===== src/rtl/rae_pkg.sv =====
// Package for the request/acknowledge exchange master.
// Holds the command and link state codes and the result record type.
// No dependencies.
package rae_pkg;

    typedef enum logic [1:0] {
        CMD_APPEND = 2'd0,
        CMD_START  = 2'd1,
        CMD_ACK    = 2'd2,
        CMD_DONE   = 2'd3
    } cmd_t;

    typedef enum logic [2:0] {
        ST_RESET_SLAVE   = 3'd0,
        ST_IDLE          = 3'd1,
        ST_AWAIT_ACK     = 3'd2,
        ST_AWAIT_XFER    = 3'd3,
        ST_AWAIT_RELEASE = 3'd4
    } link_state_t;

    localparam int unsigned SIZE_W  = 12;
    localparam int unsigned BYTES_W = 9;
    localparam int unsigned SEQ_W   = 32;

    typedef struct packed {
        logic               accepted;
        logic               rx_valid;
        logic               rx_ready_index;
        logic               req_level;
        logic               start_transfer;
        logic [1:0]         tx_send_index;
        logic               rx_target_index;
        logic [BYTES_W-1:0] payload_bytes;
        logic [SEQ_W-1:0]   message_number;
        logic               fault;
        logic [2:0]         link_state;
    } result_t;

endpackage


===== src/rtl/rae_core.sv =====
// Link state, buffer index rotation, payload count and message counter of
// the exchange master, with the per-command update logic.
// Depends on rae_pkg.
module rae_core
    import rae_pkg::*;
#(
    parameter int unsigned PAYLOAD_BYTES = 256
)
(
    input  logic              clk,
    input  logic              rst_n,
    input  logic              fire,
    input  logic [1:0]        cmd,
    input  logic [SIZE_W-1:0] msg_size,
    output result_t           result
);

    localparam int unsigned PEND_W = $clog2(PAYLOAD_BYTES + 1);
    localparam int unsigned SUM_W  = SIZE_W + 1;

    link_state_t       state_reg, state_next;
    logic              rx_proc_reg, rx_proc_next;
    logic [1:0]        tx_send_reg, tx_send_next;
    logic [1:0]        tx_wait_reg, tx_wait_next;
    logic [1:0]        tx_fill_reg, tx_fill_next;
    logic [SEQ_W-1:0]  seq_reg, seq_next;
    logic [PEND_W-1:0] pend_reg, pend_next;

    logic [SUM_W-1:0]  pend_ext;
    logic [SUM_W-1:0]  sum;
    logic [SEQ_W-1:0]  seq_inc;

    assign pend_ext = {{(SUM_W - PEND_W){1'b0}}, pend_reg};
    assign sum      = pend_ext + {1'b0, msg_size};
    assign seq_inc  = seq_reg + 1'b1;

    always_comb
    begin
        state_next   = state_reg;
        rx_proc_next = rx_proc_reg;
        tx_send_next = tx_send_reg;
        tx_wait_next = tx_wait_reg;
        tx_fill_next = tx_fill_reg;
        seq_next     = seq_reg;
        pend_next    = pend_reg;
        result       = '0;

        unique case (cmd_t'(cmd))
            CMD_APPEND:
            begin
                if (sum <= SUM_W'(PAYLOAD_BYTES))
                begin
                    pend_next       = sum[PEND_W-1:0];
                    result.accepted = 1'b1;
                end
            end
            CMD_START:
            begin
                if (state_reg == ST_RESET_SLAVE)
                begin
                    result.rx_valid       = 1'b1;
                    result.rx_ready_index = rx_proc_reg;
                end
                else if (state_reg == ST_IDLE)
                begin
                    rx_proc_next          = ~rx_proc_reg;
                    state_next            = ST_AWAIT_ACK;
                    result.rx_valid       = 1'b1;
                    result.rx_ready_index = ~rx_proc_reg;
                end
            end
            CMD_ACK:
            begin
                unique case (state_reg)
                    ST_IDLE:
                    begin
                    end
                    ST_RESET_SLAVE, ST_AWAIT_RELEASE:
                    begin
                        state_next = ST_IDLE;
                    end
                    ST_AWAIT_ACK:
                    begin
                        state_next             = ST_AWAIT_XFER;
                        result.start_transfer  = 1'b1;
                        result.tx_send_index   = tx_send_reg;
                        result.rx_target_index = ~rx_proc_reg;
                        result.payload_bytes   = pend_ext[BYTES_W-1:0];
                        result.message_number  = seq_inc;
                        pend_next              = '0;
                        seq_next               = seq_inc;
                        tx_send_next           = tx_wait_reg;
                        tx_wait_next           = tx_fill_reg;
                        tx_fill_next           = tx_send_reg;
                    end
                    default:
                    begin
                        result.fault = 1'b1;
                    end
                endcase
            end
            CMD_DONE:
            begin
                if (state_reg == ST_AWAIT_XFER)
                    state_next = ST_AWAIT_RELEASE;
                else
                    result.fault = 1'b1;
            end
            default:
            begin
            end
        endcase

        result.req_level  = (state_next == ST_AWAIT_ACK) || (state_next == ST_AWAIT_XFER);
        result.link_state = state_next;
    end

    always_ff @(posedge clk or negedge rst_n)
    begin
        if (!rst_n)
        begin
            state_reg   <= ST_RESET_SLAVE;
            rx_proc_reg <= 1'b0;
            tx_send_reg <= 2'd0;
            tx_wait_reg <= 2'd1;
            tx_fill_reg <= 2'd2;
            seq_reg     <= '0;
            pend_reg    <= '0;
        end
        else if (fire)
        begin
            state_reg   <= state_next;
            rx_proc_reg <= rx_proc_next;
            tx_send_reg <= tx_send_next;
            tx_wait_reg <= tx_wait_next;
            tx_fill_reg <= tx_fill_next;
            seq_reg     <= seq_next;
            pend_reg    <= pend_next;
        end
    end

endmodule

===== config.mk =====
export PLATFORM = sky130hd
export DESIGN_NAME = rae_core
export DESIGN_NICKNAME = d
export VERILOG_FILES = /design/src/rtl/rae_pkg.sv /design/src/rtl/rae_core.sv
export SDC_FILE = /design/constraint.sdc
export NUM_CORES = 1
export LEC_CHECK = 0
export BUFFER_PORTS_ARGS = -buffer_cell sky130_fd_sc_hd__buf_4
export CAP_MARGIN = 20
export CORE_MARGIN = 2
export CORE_UTILIZATION = 45
export CTS_CLUSTER_SIZE = 10
export DETAILED_ROUTE_END_ITERATION = 7
export HOLD_SLACK_MARGIN = 0.12
export PLACE_DENSITY = 0.68
export SLEW_MARGIN = 20
export SYNTH_ARGS = -nofsm -noshare
export SYNTH_HDL_FRONTEND = slang
export SYNTH_SLANG_ARGS = --single-unit

===== constraint.sdc =====
create_clock -name clk -period 3.26 [get_ports clk]
set_input_delay 0.652 -clock clk [delete_from_list [all_inputs] [get_ports clk]]
set_output_delay 0.652 -clock clk [all_outputs]
set_load 0.02 [all_outputs]

==> summary.md <==
- CTS Root Buffer Type: sky130_fd_sc_hd__clkbuf_8
- final worst hold slack: 0.348 ns
- die area: 8550 µm²
- number of sinks driven by the clock tree: 51
- detailed-route via count: 3083
- Power per Cell Area: 406 nW/µm²
- Syn Inst Count: 401
- leading post-synthesis cells by cell area: sky130_fd_sc_hd__dfrtp_1 (35%), sky130_fd_sc_hd__xnor2_1 (8.5%), sky130_fd_sc_hd__xor2_1 (7.0%)
- path type of the worst min-delay path: input pin to asynchronous set/reset pin
- number of top-level pins: 70
- Fin Clk Skew: 0.0125 ns
- crit end category: output pin
- gpl congestion: 0.801
- sequential share of the synthesized area: 36.3%
- clock tree from TritonCTS: built
- Clk Latency, worst-skew pair: 0.31 ns
- number of rows created at floorplan: 32
- wire per inst: 13.7 µm
- number of endpoints failing setup at the final stage: 0
- H-tree lvl count: 2
- total of fill cells in the finished design: 698
- Final Core Density: 57.6%
- largest net degree at the start of global routing: 52
- leakage power: 2.07 nW
- Post-synth top cells: sky130_fd_sc_hd__nand2_1 (54), sky130_fd_sc_hd__nor2_1 (53), sky130_fd_sc_hd__dfrtp_1 (49)
- count of flip-flops with a built-in enable after synthesis: 0
- type of origin of the critical path: input pin
- critical path's slowest cell: sky130_fd_sc_hd__fa_2
- top fanout value on the critical path: 2
- worst reg2reg setup slack: 0.48 ns
- post-route minimum period: 3.20 ns
- net count of the mapped netlist: 429
- number of global-route vias before repair: 2953
- number of buffers inserted by hold repair at cts: 0
- library cell with the highest instance count after synthesis: sky130_fd_sc_hd__nand2_1
- # nets final: 512
- initial antenna violation count: 0
- path depth of the worst reg2reg path: 9
- total of flip-flops plus latches after synthesis: 51
- Yosys top cell area share: 34.8%
- Final Power: 1.79 mW
- Total Wirelength: 8020 µm
- minimum setup slack in the final design: 0.0621 ns
- effective utilization at floorplan: 46.0%
- final period utilization: 98.1%
- startpoint of the worst setup timing path: msg_size[0]
- share of flip-flops with an asynchronous set or reset: 100%
- arrival time of the worst setup path: 2.55 ns
- Congestion Overflow GR: 0
- Peak Freq: 0.313 GHz
- commonest register cell after synthesis: sky130_fd_sc_hd__dfrtp_1
- height of the chip: 92.4 µm
- RSZ-0062 raised after global routing: yes
- Area growth, synth to finish: 25.2%
- number of max-capacitance violations reported: 0
- count of final max-slew check failures: 0
- Data required, critical path: 2.61 ns
- slew at the pin with the worst max-slew slack: 0.652 ns
- depth of the critical timing path with buffers and inverters included: 10
- mean instance size in the synthesized netlist: 8.78 µm²
- Final Hold Fails: 0
- cell area after layout: 4410 µm²
- CP peak stage delay: 0.52 ns
- Initial DRT Pass Iterations: 4
- worst setup path category: input pin to output pin
- capture instance of the worst register-to-register path: pend_reg[2]
- Netlist cell types: 62
- post-detailed-route DRC marker count: 0
- horizontal extent of the die: 92.4 µm
- global-route wire length before repair: 13400 µm
- result of the run: complete, no violations
- max FFs per register: 32
- Reg-to-Reg Start: pend_reg[3]
- placed cell areas: 4120 µm²
- worst-case setup slack after placement: -0.105 ns
- layout cell share with drive strength beyond 1: 28.7%
- clock transition at the registers of the reported paths: 0.10 ns
- combined area of the multi-input logic cells: 2100 µm²
- Slew HR: 56.6%
- family with the most delay on the worst path: simple AND/OR/NAND/NOR gates
- clock buffer count from CTS: 5
- global-route usage over all layers: 19.0%
- antenna-violating nets left: 0
- antenna cell count: 0
- total number of yosys warnings: 0
- detailed-route vias per instance: 5.25
- Register Area: 1290 µm²
- Std-Cell Core Area: 7650 µm²
- Buf+Inv Stages, Crit Path: 4
- detailed placer's ending HPWL: 5820 µm
- cell area after technology mapping: 3520 µm²
- biggest area consumer among synthesized cells: sky130_fd_sc_hd__dfrtp_1
- number of I/O port buffers: 69
- drt first-iter violations: 136
- cell-by-cell trace of the critical path: buf_4, ha_2, inv_2, fa_2, inv_1, or3_4, nor4_2, a31o_2, nor2b_4, buf_6
- peak supply drop: 237 µV
- Max Buffers Root-to-Sink: 2
-- how the worst max path moves through the flow --
stage	endpoint	slack (ns)
detailed placement	result[52]	-0.11
global route	result[52]	-0.07
finish	result[52]	0.06
CTS	result[35]	0.0001
floorplan	result[52]	0.1
global placement	result[52]	-0.08
-- repair_timing --
| item | in CTS | in global routing |
|---|---|---|
| endpoints found under the setup margin | 4 | 8 |
| buffers inserted | 1 | 14 |
| hold endpoints to repair | 0 | 0 |
| gates resized for setup | 7 | 14 |
| pin swaps | 3 | 3 |
-- worst reg2reg max path, stage by stage, from the launching register on --
cell and delay [ns]:
sky130_fd_sc_hd__dfrtp_1 0.44, sky130_fd_sc_hd__ha_1 0.33, sky130_fd_sc_hd__and3_1 0.23, sky130_fd_sc_hd__a221oi_4 0.09, sky130_fd_sc_hd__buf_4 0.15, sky130_fd_sc_hd__a221o_1 0.29
sky130_fd_sc_hd__a22oi_1 0.42, sky130_fd_sc_hd__nor2_1 0.22, sky130_fd_sc_hd__a21oi_2 0.34, sky130_fd_sc_hd__a22o_1 0.20
-- final cells by class --
type	instances	area share, %
multi-input cells	316	47.6
flip-flops and latches	51	29.2
repair buffers	99	16.9
well taps	102	2.90
clock buffers	7	1.73
inverters	11	0.937
clock inverters	1	0.681
-- cells by family (layout without fill, tap and decap cells) --
logic type / after synthesis / count (layout) / share of synthesized area [%]
simple gates: 185 / 185 / 26.3
mux: 4 / 4 / 1.21
xor+xnor: 62 / 62 / 15.4
flops: 51 / 51 / 36.3
buf+inv: 34 / 118 / 5.62
fa+ha+maj: 11 / 11 / 4.12
compound gates: 54 / 54 / 11.0
-- where the power goes --
part / switching [mW] / internal (mW) / leakage (nW)
clock network: 0.209 / 0.230 / 0.0524
logic: 0.291 / 0.293 / 1.35
registers: 0.0757 / 0.690 / 0.669
total: 0.576 / 1.21 / 2.07
-- cells in the final DEF, fill, tap and decap left out, types with 4 or more instances in the layout --
| master | n |
|---|---|
| sky130_fd_sc_hd__o21ai_0 | 11 |
| sky130_fd_sc_hd__dfrtp_2 | 6 |
| sky130_fd_sc_hd__or3_1 | 5 |
| sky130_fd_sc_hd__nor3_1 | 11 |
| sky130_fd_sc_hd__dfrtp_1 | 43 |
| sky130_fd_sc_hd__a22o_1 | 5 |
| sky130_fd_sc_hd__buf_4 | 98 |
| sky130_fd_sc_hd__xor2_1 | 27 |
| sky130_fd_sc_hd__ha_1 | 9 |
| sky130_fd_sc_hd__nand2_1 | 54 |
| sky130_fd_sc_hd__inv_1 | 9 |
| sky130_fd_sc_hd__and2_1 | 12 |
| sky130_fd_sc_hd__nor2_1 | 53 |
| sky130_fd_sc_hd__clkbuf_8 | 5 |
| sky130_fd_sc_hd__xnor2_1 | 34 |
| sky130_fd_sc_hd__and3_1 | 4 |
| sky130_fd_sc_hd__and3_2 | 4 |
| sky130_fd_sc_hd__nand4_1 | 11 |
| sky130_fd_sc_hd__a21oi_1 | 11 |
| sky130_fd_sc_hd__nand3_1 | 10 |
-- metrics by stage --
step                instances  setup TNS (ns)
floorplan                 401               0
detailed placement        564          -0.105
finish                    587               0
global placement          564         -0.0824
CTS                       573               0
global route              587         -0.0654
-- routing by layer --
layer	up-vias	GRT usage, %	part of all wire, %
met4	0	4.60	1.1
li1	1533	-	-
met2	65	32.6	49
met3	7	3.17	4.1
met1	1478	25.2	46
met5	-	0	0
No activity file was read; power rests on OpenSTA's default activity.
